**src/sv/tdps_pkg.sv**
```systemverilog
// Package for the trial-division primality tester.
// Holds the sequencer state type and the default operand width.
// No dependencies.
package tdps_pkg;

    // Default width of the tested value
    localparam int unsigned NUM_WIDTH_DEF = 32;

    typedef enum logic [1:0] {
        ST_IDLE,
        ST_BOUND,
        ST_DIV
    } state_t;

endpackage

```
**src/sv/trial_division_prime_sqrt.sv**
```systemverilog
// Trial-division primality tester: top level.
// Depends on tdps_pkg (state type, default width).
//
// Usage:
//   Command channel: drive number and pulse start while busy is low; the item is
//   taken at that clock edge. busy stays high until the answer is out.
//   Result channel: done is high for exactly one cycle with is_prime valid in the
//   same cycle. The receiver cannot stall; the result must be captured then.
// Operation:
//   Divisors d = 2, 3, 4, ... are tried while d*d <= number. d*d is tracked
//   incrementally ((d+1)^2 = d^2 + 2d + 1), so no multiplier is needed.
//   Each divisor is checked by a shared restoring-division remainder unit that
//   consumes one bit of number per cycle.
//   Search stops at the first zero remainder (not prime) or when d*d > number
//   (prime). Zero and one are reported not prime right away.
// Timing: number < 2 is answered without a search; otherwise the run time is set
//   by the bit-serial remainder loop and grows with the divisors tried. One item
//   at a time. busy drops in the same cycle done is high, so the next start may follow.
// Reset: rst_n clears the sequencer to idle with no result pending.
module trial_division_prime_sqrt #(
    parameter int unsigned NUM_WIDTH = tdps_pkg::NUM_WIDTH_DEF
) (
    input  logic                 clk,
    input  logic                 rst_n,
    input  logic                 start,
    output logic                 busy,
    input  logic [NUM_WIDTH-1:0] number,
    output logic                 done,
    output logic                 is_prime
);
    import tdps_pkg::*;

    // Divisor width: last divisor tried is at most 2^ceil(N/2)
    localparam int unsigned DW = (NUM_WIDTH + 1) / 2 + 1;
    // Square width: d^2 up to 2^(N+1)
    localparam int unsigned SW = NUM_WIDTH + 2;
    localparam int unsigned CW = $clog2(NUM_WIDTH);

    state_t                state_reg, state_next;
    logic [NUM_WIDTH-1:0]  value_reg, value_next;
    logic [DW-1:0]         div_reg, div_next;
    logic [SW-1:0]         sq_reg, sq_next;
    logic [DW-1:0]         rem_reg, rem_next;
    logic [CW-1:0]         cnt_reg, cnt_next;
    logic                  done_reg, done_next;
    logic                  prime_reg, prime_next;

    // Shared remainder step
    logic [DW:0]           rem_shift;
    logic [DW:0]           rem_diff;
    logic                  rem_ge;
    logic [DW-1:0]         rem_step;
    logic                  bound_over;
    logic                  accept;

    assign accept     = start && (state_reg == ST_IDLE);
    assign rem_shift  = {rem_reg, value_reg[cnt_reg]};
    assign rem_diff   = rem_shift - {1'b0, div_reg};
    assign rem_ge     = rem_shift >= {1'b0, div_reg};
    assign rem_step   = rem_ge ? rem_diff[DW-1:0] : rem_shift[DW-1:0];
    assign bound_over = sq_reg > {2'b00, value_reg};

    // Next state
    always_comb
    begin
        state_next = state_reg;
        unique case (state_reg)
            ST_IDLE:
            begin
                if (start && (number > NUM_WIDTH'(1)))
                begin
                    state_next = ST_BOUND;
                end
            end
            ST_BOUND:
            begin
                state_next = bound_over ? ST_IDLE : ST_DIV;
            end
            ST_DIV:
            begin
                if (cnt_reg == '0)
                begin
                    state_next = (rem_step == '0) ? ST_IDLE : ST_BOUND;
                end
            end
            default:
            begin
                state_next = ST_IDLE;
            end
        endcase
    end

    // Datapath and result
    always_comb
    begin
        value_next = value_reg;
        div_next   = div_reg;
        sq_next    = sq_reg;
        rem_next   = rem_reg;
        cnt_next   = cnt_reg;
        done_next  = 1'b0;
        prime_next = prime_reg;
        unique case (state_reg)
            ST_IDLE:
            begin
                if (start)
                begin
                    value_next = number;
                    div_next   = DW'(2);
                    sq_next    = SW'(4);
                    if (number <= NUM_WIDTH'(1))
                    begin
                        done_next  = 1'b1;
                        prime_next = 1'b0;
                    end
                end
            end
            ST_BOUND:
            begin
                if (bound_over)
                begin
                    done_next  = 1'b1;
                    prime_next = 1'b1;
                end
                rem_next = '0;
                cnt_next = CW'(NUM_WIDTH - 1);
            end
            ST_DIV:
            begin
                rem_next = rem_step;
                cnt_next = cnt_reg - CW'(1);
                if (cnt_reg == '0)
                begin
                    if (rem_step == '0)
                    begin
                        done_next  = 1'b1;
                        prime_next = 1'b0;
                    end
                    else
                    begin
                        // (d+1)^2 = d^2 + 2d + 1
                        sq_next  = sq_reg + SW'({div_reg, 1'b1});
                        div_next = div_reg + DW'(1);
                    end
                end
            end
            default:
            begin
                done_next = 1'b0;
            end
        endcase
    end

    always_ff @(posedge clk or negedge rst_n)
    begin
        if (!rst_n)
        begin
            state_reg <= ST_IDLE;
            done_reg  <= 1'b0;
        end
        else
        begin
            state_reg <= state_next;
            done_reg  <= done_next;
        end
    end

    always_ff @(posedge clk)
    begin
        value_reg <= value_next;
        div_reg   <= div_next;
        sq_reg    <= sq_next;
        rem_reg   <= rem_next;
        cnt_reg   <= cnt_next;
        prime_reg <= prime_next;
    end

    assign busy     = (state_reg != ST_IDLE);
    assign done     = done_reg;
    assign is_prime = prime_reg;

    // Result only appears once the sequencer is back to idle
    a_done_idle: assert property (@(posedge clk) disable iff (!rst_n)
        done_reg |-> (state_reg == ST_IDLE))
        else $error("result strobe while busy");

    // A taken item either answers at once or starts the search
    a_accept_progress: assert property (@(posedge clk) disable iff (!rst_n)
        accept |=> (done_reg || (state_reg == ST_BOUND)))
        else $error("accepted item dropped");

    // A prime verdict only comes from the bound check
    a_prime_from_bound: assert property (@(posedge clk) disable iff (!rst_n)
        (done_reg && prime_reg) |-> ($past(state_reg) == ST_BOUND))
        else $error("prime reported outside bound check");

    // Divisor never drops below two during the search
    a_div_min: assert property (@(posedge clk) disable iff (!rst_n)
        (state_reg == ST_DIV) |-> (div_reg >= DW'(2)))
        else $error("divisor below two");

endmodule
```
**config.mk**
```make
export PLATFORM = sky130hd
export DESIGN_NAME = trial_division_prime_sqrt
export DESIGN_NICKNAME = d
export VERILOG_FILES = /design/src/sv/tdps_pkg.sv /design/src/sv/trial_division_prime_sqrt.sv
export SDC_FILE = /design/constraint.sdc
export NUM_CORES = 1
export LEC_CHECK = 0
export BUFFER_PORTS_ARGS = -buffer_cell sky130_fd_sc_hd__buf_2
export CORE_MARGIN = 2
export CORE_UTILIZATION = 35
export DETAILED_ROUTE_END_ITERATION = 10
export HOLD_SLACK_MARGIN = 0.06
export PLACE_DENSITY_LB_ADDON = 0.08
export SYNTH_ARGS = -nofsm -noshare
export SYNTH_HDL_FRONTEND = slang
export SYNTH_SLANG_ARGS = --single-unit
```
**constraint.sdc**
```tcl
create_clock -name clk -period 6.7 [get_ports clk]
set_input_delay 0.335 -clock clk [delete_from_list [all_inputs] [get_ports clk]]
set_output_delay 0.335 -clock clk [all_outputs]
set_load 0.02 [all_outputs]
```
* Yosys cells after proc, flatten, opt, wreduce, memory -nomap -nowiden
Index checks and enable logic that the tools add are counted.
W data, S select, Z words.
** Storage, ports and cells
- Output and inout bits :: 3
- Logic and storage cells :: 68
- Register bits :: 109
- Bits of input ports :: 35
** Cells by class
- $add $sub $neg :: 4
- Order comparisons :: 5
- Equal/unequal tests :: 9
- Mux-type cells :: 30
- Reduce and logical (&&, ||, !) cells :: 12
** Operators with widths (number)
- $mux W34 :: 3
- $mux W17 :: 4
- $pmux W17 S2 :: 2
- $pmux W34 S2 :: 1
- $add A34 B18 Y34 :: 1
- $gt A34 B32 Y1 :: 1
- $gt A32 B1 Y1 const B :: 1
- $le A32 B1 Y1 const B :: 1
- $ge A18 B17 Y1 :: 1
- $add A17 B1 Y17 const B :: 1
- $logic_not A17 Y1 :: 1
- $sub A17 B17 Y17 :: 1
- $mux W1 :: 12
- $ne A2 B2 Y1 const B :: 5
- $pmux W5 S2 :: 1
- $lt A5 B6 Y1 const B :: 1
- $mux W2 :: 3
- $pmux W1 S3 :: 2
- $pmux W2 S3 :: 1
- $reduce_and A6 Y1 :: 1
- $reduce_bool A2 Y1 :: 3
- $bmux W1 S5 :: 1
- $logic_not A5 Y1 :: 1
- $sub A5 B1 Y5 const B :: 1
- other kinds (8) :: 10

* Logic depth before layout (Yosys ltp)
Gate-level depths: netlist (run 1).
- Word-level depth :: 8
- Depth in mapped cells :: 18
- Gate-level depth less buffers :: 16

* Worst setup path before layout (run 1)
No wires, ideal clock.
- Path type :: flip-flop to flip-flop
- Start :: register cnt_reg[4]
- End :: register div_reg[0] (enable)
- Data arrival time :: 5.246 ns
- Stages on the path, launching flop included :: 18
- Data required time :: 6.287 ns
- Period minus slack after synthesis :: 5.659 ns
- Path slack :: 1.041 ns
- Path buffers :: 1
- Library setup time :: 0.413 ns
- Cell sequence :: edfxtp_1 clkbuf_1 mux4_2 mux2_2 and3_4 nor4_4 ha_1 inv_1 fa_1 a21o_1 a221oi_4 a211oi_4 nor3_2 clkinv_1 a31oi_1 nor4_2 nand4_1 a22o_1
** Between the ends
- Cells in the longest elaborated chain, start to end :: 7
- Elaborated cells on any way between the ends :: 10
** RTL lines
- start: declaration :: line trial_division_prime_sqrt.sv:44 : logic [CW-1:0] cnt_reg, cnt_next;
- start signal: assignment :: line trial_division_prime_sqrt.sv:174 : cnt_reg <= cnt_next;
- $bmux W1 S5 :: line trial_division_prime_sqrt.sv:57 : assign rem_shift = {rem_reg, value_reg[cnt_reg]};
- $mux W1 (implied by the code) :: line trial_division_prime_sqrt.sv:57
- $sub A17 B17 Y17 / $ge A18 B17 Y1 (equally long branches) :: line trial_division_prime_sqrt.sv:58, trial_division_prime_sqrt.sv:59
- $mux W17 :: line trial_division_prime_sqrt.sv:60 : assign rem_step = rem_ge ? rem_diff[DW-1:0] : rem_shift[DW-1:0];
- $logic_not A17 Y1 :: line trial_division_prime_sqrt.sv:134 : if (rem_step == '0)
- $ne A2 B2 Y1 (no source line)
- $reduce_and A4 Y1 (no source line) *
- end signal: assignment :: line trial_division_prime_sqrt.sv:171 : div_reg <= div_next;
- end: declaration :: line trial_division_prime_sqrt.sv:41 : logic [DW-1:0] div_reg, div_next;
Mark *: on every way between the ends. The rest lies on a longest branch, timed or not. The select of a mux whose other input is x is not followed.
A chain may end at the register's enable or synchronous reset.

* Worst setup path after layout (run 1)
- Start :: register cnt_reg[2]
- End :: register sq_reg[3] (enable)
** Between the ends
- Cells in the longest elaborated chain, start to end :: 7
- Elaborated cells on any way between the ends :: 10
** RTL lines
- $bmux W1 S5 :: line trial_division_prime_sqrt.sv:57
- $mux W1 (implied by the code) :: line trial_division_prime_sqrt.sv:57
- $sub A17 B17 Y17 / $ge A18 B17 Y1 (equally long branches) :: line trial_division_prime_sqrt.sv:58, trial_division_prime_sqrt.sv:59
- $mux W17 :: line trial_division_prime_sqrt.sv:60
- $logic_not A17 Y1 :: line trial_division_prime_sqrt.sv:134
- $ne A2 B2 Y1 (no source line)
- $reduce_and A4 Y1 (no source line) *
- end signal: assignment :: line trial_division_prime_sqrt.sv:172 : sq_reg <= sq_next;
- end: declaration :: line trial_division_prime_sqrt.sv:42 : logic [SW-1:0] sq_reg, sq_next;
Marks and branches as above.

==> out/metrics.csv, run 1 <==
metric;value;unit
status;finished, final reports clean;
VDD IR-drop max;0.186;mV
Final Cycle Share;0.912;
commonest non-fill, non-tap cell in the layout;edfxtp_1;
Main synth FF type;edfxtp_1;
Max H-tree Level;3;
TritonCTS clock tree;built;
vias;5682;
R2R depth;17;
Syn Nets;849;
CTS Sinks;109;
initial antenna violation count;0;
grt ovf;0;
CTS Buf Count;9;
slew margin rel.;0.226;
min Tclk post-route;6110;ps
Hold Path Origin;number[0];
post-synth cell types;66;
final hold violations;0;
Starting DRT DRC Count;239;
DR WL/cell;18.5;µm
Routed Wire Length;19500;µm
Crit Path Class;flop to flop;
clock root cell;clkbuf_16;
post_cts resized;0;
Crit. End Element;flop;
Post-CTS Setup Inserts;0;
Area growth, synth to finish;10.5;%
routability-driven placement congestion ratio;0.821;
f_max;164;MHz
worst r2r dst;sq_reg[3];
asr flop ratio synth;0.0275;
Worst Setup Start Kind;flop;
Min-Delay Path Class;input pin to flop;
Post-synth EDFFs;106;
Core Box Area;21200;µm²
Total Routing Usage GR;0.182;
max FFs per register;34;
Final WS setup;589;ps
Post-DP HPWL;15000;µm
DRC;0;
Yosys reg bits;109;
RSZ-0062 raised after global routing;false;
Antenna Nets Post-Route;0;
pre-CTS setup slack;561;ps
Leak;3.36;nW
Max clock buf depth;2;
vias in the first global route;5696;
Min-Delay Endpoint;value_reg[0];
clk_lat worst skew;360;ps
die area;22900;µm²
Avg Vias per Cell;5.38;
Worst R2R Start;cnt_reg[2];
syn avg cell area;10.2;µm²
final setup fails;0;
Ys Warns;0;
Worst Path Arrival;6100;ps
row count;53;
die height;151;µm
DRT Pass-1 Iters;4;
hold path cells;1;
Max-Cap Viols;0;
most frequent cells in the layout;edfxtp_1 (106), nor2_1 (80), ha_1 (72);
first-pass GRT wire length;31600;µm
Req. time, crit path;6690;ps
I/O pin count;38;
initial core utilization;0.359;
final count of pins violating max slew;0;
post-synthesis cell area;7580;µm²
cells after synthesis;740;
Worst Skew;14.1;ps
layout cell share with drive strength beyond 1;0.105;
P per Cell Area;466;nW/µm²
setup tns final;0;ps
sequential share of the synthesized area;0.430;
Port Buffer Count;37;
antenna cells;0;
Clock transition at path regs;80;ps
quantity of hold-fixing buffers added after cts;1;
fin nets;886;
Max FO, Critical Path;51;
Die X-Extent;151;µm
Reg2Reg Setup Slack;590;ps
worst-margin pin slew;1160;ps
largest net degree at the start of global routing;60;
worst max path at each step:
stage / from / endpoint / cells after the start
after global routing: cnt_reg[2] / sq_reg[2] / 17
after detailed placement: cnt_reg[2] / sq_reg[3] / 17
after floorplan: cnt_reg[4] / div_reg[0] / 17
final: cnt_reg[2] / sq_reg[3] / 17
after global placement: cnt_reg[2] / sq_reg[2] / 17
after CTS: cnt_reg[2] / sq_reg[3] / 17
Yosys cell counts (6+ instances only):
master / count / share of area
a211oi_1: 11 / 0.011
or3_1: 10 / 0.0082
xor2_1: 14 / 0.016
nor2b_1: 12 / 0.0099
nand2b_1: 7 / 0.0058
o21ai_0: 26 / 0.017
nor4_1: 14 / 0.012
nand4_1: 17 / 0.014
clkbuf_1: 13 / 0.0064
nand2_1: 39 / 0.019
mux4_2: 8 / 0.024
inv_1: 67 / 0.033
nor3_1: 13 / 0.0086
a21o_1: 22 / 0.022
xnor2_1: 34 / 0.039
and3_1: 12 / 0.0099
nand3_1: 17 / 0.011
o21a_1: 6 / 0.0059
edfxtp_1: 106 / 0.42
nor2_1: 80 / 0.040
and2_1: 9 / 0.0074
a21oi_1: 44 / 0.029
mux2i_1: 12 / 0.016
a31oi_1: 6 / 0.0049
ha_1: 72 / 0.12
cell families after synthesis:
logic type / count (synthesis) / share of synthesized area
and+or+nand+nor: 249 / 0.169
AOI/OAI and AO/OA: 152 / 0.135
DFF: 109 / 0.430
buffers and inverters: 86 / 0.0442
adders and majority gates: 74 / 0.124
xor gates and xnor gates: 48 / 0.0554
muxes: 22 / 0.0426
per-stage QoR:
stage          hold WS [ps]  std cells   util  power, W  area, µm²
4_1_cts                 132       1057  0.396   0.00393       8380
5_1_grt                 142       1057  0.396   0.00424       8380
6_report                149       1057  0.396   0.00391       8380
2_1_floorplan          39.4        740      -   0.00280       7580
3_5_place_dp            139       1040  0.382   0.00336       8080
3_3_place_gp            133       1040  0.382   0.00334       8080
routing by layer:
| metal | share of wire | track usage |
|---|---|---|
| met2 | 0.45 | 0.281 |
| met1 | 0.50 | 0.263 |
| met5 | 0 | 0 |
| met3 | 0.027 | 0.0256 |
| met4 | 0.020 | 0.0561 |
worst max-delay path, stage by stage, from the launching register on:
cell      delay, ps
edfxtp_1        680
mux4_2          580
mux2_2          270
and3_1          210
nor4_4          410
ha_1            240
inv_1            50
fa_1            410
a21o_1          240
a221oi_4        360
a211oi_4        130
nor3_2          420
clkinv_1        390
a31oi_1         290
nor4_2           90
nand4_1         190
a22o_2          170
buf_4           560
report_power, final:
| part | switching (W) | internal (W) | leakage (nW) | total, W |
|---|---|---|---|---|
| Clock | 0.000265 | 0.000292 | 0.144 | 0.000557 |
| Combinational | 0.00127 | 0.000819 | 2.17 | 0.00209 |
| Sequential | 0.000195 | 0.00107 | 1.04 | 0.00126 |
| Total | 0.00173 | 0.00218 | 3.36 | 0.00391 |
cell type report:
cell class	count	area [µm²]
Clock buffer	9	225
Clock inverter	7	72.6
Fill cell	2049	12800
Tap cell	275	344
Inverter	69	259
Sequential cell	109	3260
Timing Repair Buffer	43	233
Multi-Input combinational cell	545	3990
(Power assumes the default switching activity.)
==> run 2, diff against run 1 <==
==> constraint.sdc (replaced) <==
create_clock -name clk -period 6.7 [get_ports clk]
set_input_delay 0 -clock clk [delete_from_list [all_inputs] [get_ports clk]]
set_output_delay 0 -clock clk [all_outputs]
set_load 0.02 [all_outputs]
==> out/metrics.csv, run 2 (synthesis gave the netlist of run 1 again) <==
metric;value;unit;change
hold slack;134;ps;-14.5 ps
DRC;0;;unchanged
commonest non-fill, non-tap cell in the layout;edfxtp_1;;
cell area after placement;8080;µm²;unchanged
die height;151;µm;unchanged
die area;22900;µm²;unchanged
RSZ-0062 raised after global routing;false;;
Max H-tree Level;3;;unchanged
Leak;3.49;nW;+4.1%
Die X-Extent;151;µm;unchanged
Req. time, crit path;6690;ps;about the same
slew margin rel.;0.210;;-0.0162
fin nets;919;;+3.7%
Max-Cap Viols;0;;unchanged
DR WL/cell;18.2;µm;-1.4%
VDD IR-drop max;0.186;mV;about the same
first-pass GRT wire length;32200;µm;+1.7%
Worst Skew;12.6;ps;-1.53 ps
fin area;8710;µm²;+3.9%
largest net degree at the start of global routing;60;;unchanged
routability-driven placement congestion ratio;0.821;;unchanged
CP max stage cell;edfxtp_1;;
final count of pins violating max slew;0;;unchanged
setup tns final;0;ps;unchanged
clock root cell;clkbuf_16;;
I/O pin count;38;;unchanged
grt ovf;0;;unchanged
worst-margin pin slew;1190;ps;+24.3 ps
vias;5823;;+2.5%
status;finished, final reports clean;;
vias in the first global route;5891;;+3.4%
final hold violations;0;;unchanged
Min-Delay Path Class;input pin to flop;;
Starting DRT DRC Count;260;;+8.8%
Total Routing Usage GR;0.184;;+0.00248
Final WS setup;588;ps;-1.27 ps
row count;53;;unchanged
Worst Setup Start Kind;flop;;
clk_lat worst skew;360;ps;about the same
Crit. End Element;flop;;
layout cell share with drive strength beyond 1;0.101;;-0.00425
P per Cell Area;450;nW/µm²;-3.4%
min Tclk post-route;6110;ps;+1.27 ps
Port Buffer Count;37;;unchanged
CTS Sinks;109;;unchanged
Post-CTS Setup Inserts;0;;unchanged
DRT Pass-1 Iters;4;;unchanged
Core Box Area;21200;µm²;unchanged
crit-path cells;mux4_2 > mux2_2 > and3_1 > nor4_4 > ha_1 > inv_1 > fa_1 > a21o_1 > a221oi_4 > a211oi_4 > nor3_2 > clkinv_1 > a31oi_1 > nor4_2 > nand4_1 > a22o_2 > buf_4;;
Antenna Nets Post-Route;0;;unchanged
final setup fails;0;;unchanged
f_max;164;MHz;about the same
max FFs per register;34;;unchanged
CTS Buf Count;9;;unchanged
Worst Path Arrival;6100;ps;about the same
Post-DP HPWL;15000;µm;unchanged
antenna cells;0;;unchanged
Crit Path Class;flop to flop;;
Area growth, synth to finish;14.9;%;
Clock transition at path regs;80;ps;about the same
most frequent cells in the layout;edfxtp_1 (106), nor2_1 (80), ha_1 (72);;
initial antenna violation count;0;;unchanged
Max clock buf depth;2;;unchanged
TritonCTS clock tree;built;;
Final Cycle Share;0.912;;about the same
post_cts resized;0;;unchanged
critical path's largest stage delay;680;ps;about the same
quantity of hold-fixing buffers added after cts;34;;+33
PnR Total Power;0.00392;W;+0.37%
Avg Vias per Cell;5.34;;-0.62%
Routed Wire Length;19900;µm;+1.7%
Max FO, Critical Path;51;;unchanged
pre-CTS setup slack;561;ps;unchanged
initial core utilization;0.359;;unchanged
[run 2: changes by cell type in the layout (fill, tap and decap cells not counted), sizes merged]
cell | before | now
dlygate4sd3 | 1 | 34
[run 2: layout make-up]
class                           instances  area [µm²]
Fill cell                            2023       12400
Multi-Input combinational cell        545        3990
Sequential cell                       109        3260
Timing Repair Buffer                   76         563
Tap cell                              275         344
Inverter                               69         259
Clock buffer                            9         225
Clock inverter                          7        72.6
[run 2: final timing paths]
check	start	endpoint	slack, ps	cells past startpoint
max reg2reg	cnt_reg[2]	sq_reg[3]	590	17
min reg2reg	state_reg[1]	state_reg[1]	580	1
max	cnt_reg[2]	sq_reg[3]	590	17
min	start	is_prime	130	5
min in group asynchronous	rst_n	state_reg[1]	500	3
max in group asynchronous	rst_n	done	6050	3
[run 2: where the power goes]
group | switching [W] | total [W] | internal, W
registers | 0.000195 | 0.00126 | 0.00107
logic | 0.00127 | 0.00211 | 0.000832
clock network | 0.000264 | 0.000556 | 0.000292
total | 0.00173 | 0.00392 | 0.00219
[run 2: critical path: cells and delay by family, from the launching register on]
kind                     cells  cell delay, ps
multiplexers                 2             850
AND/OR/NAND/NOR              5            1320
adder cells (fa/ha/maj)      2             650
AO/OA/AOI/OAI                5            1190
flip-flops                   1             680
buffers and inverters        3            1000
[run 2: metal layers]
metal	share of wire	vias to the layer above	track usage
met4	0.023	0	0.0626
met1	0.49	2819	0.262
li1	-	2880	-
met2	0.45	103	0.286
met5	0	-	0
met3	0.034	21	0.0274
[run 2: metrics by stage]
| stage | std cells | utilization |
|---|---|---|
| finish | 1090 | 0.412 |
| global route | 1090 | 0.412 |
| CTS | 1090 | 0.412 |
| detailed placement | 1040 | 0.382 |
| global placement | 1040 | 0.382 |
| floorplan | 740 | - |
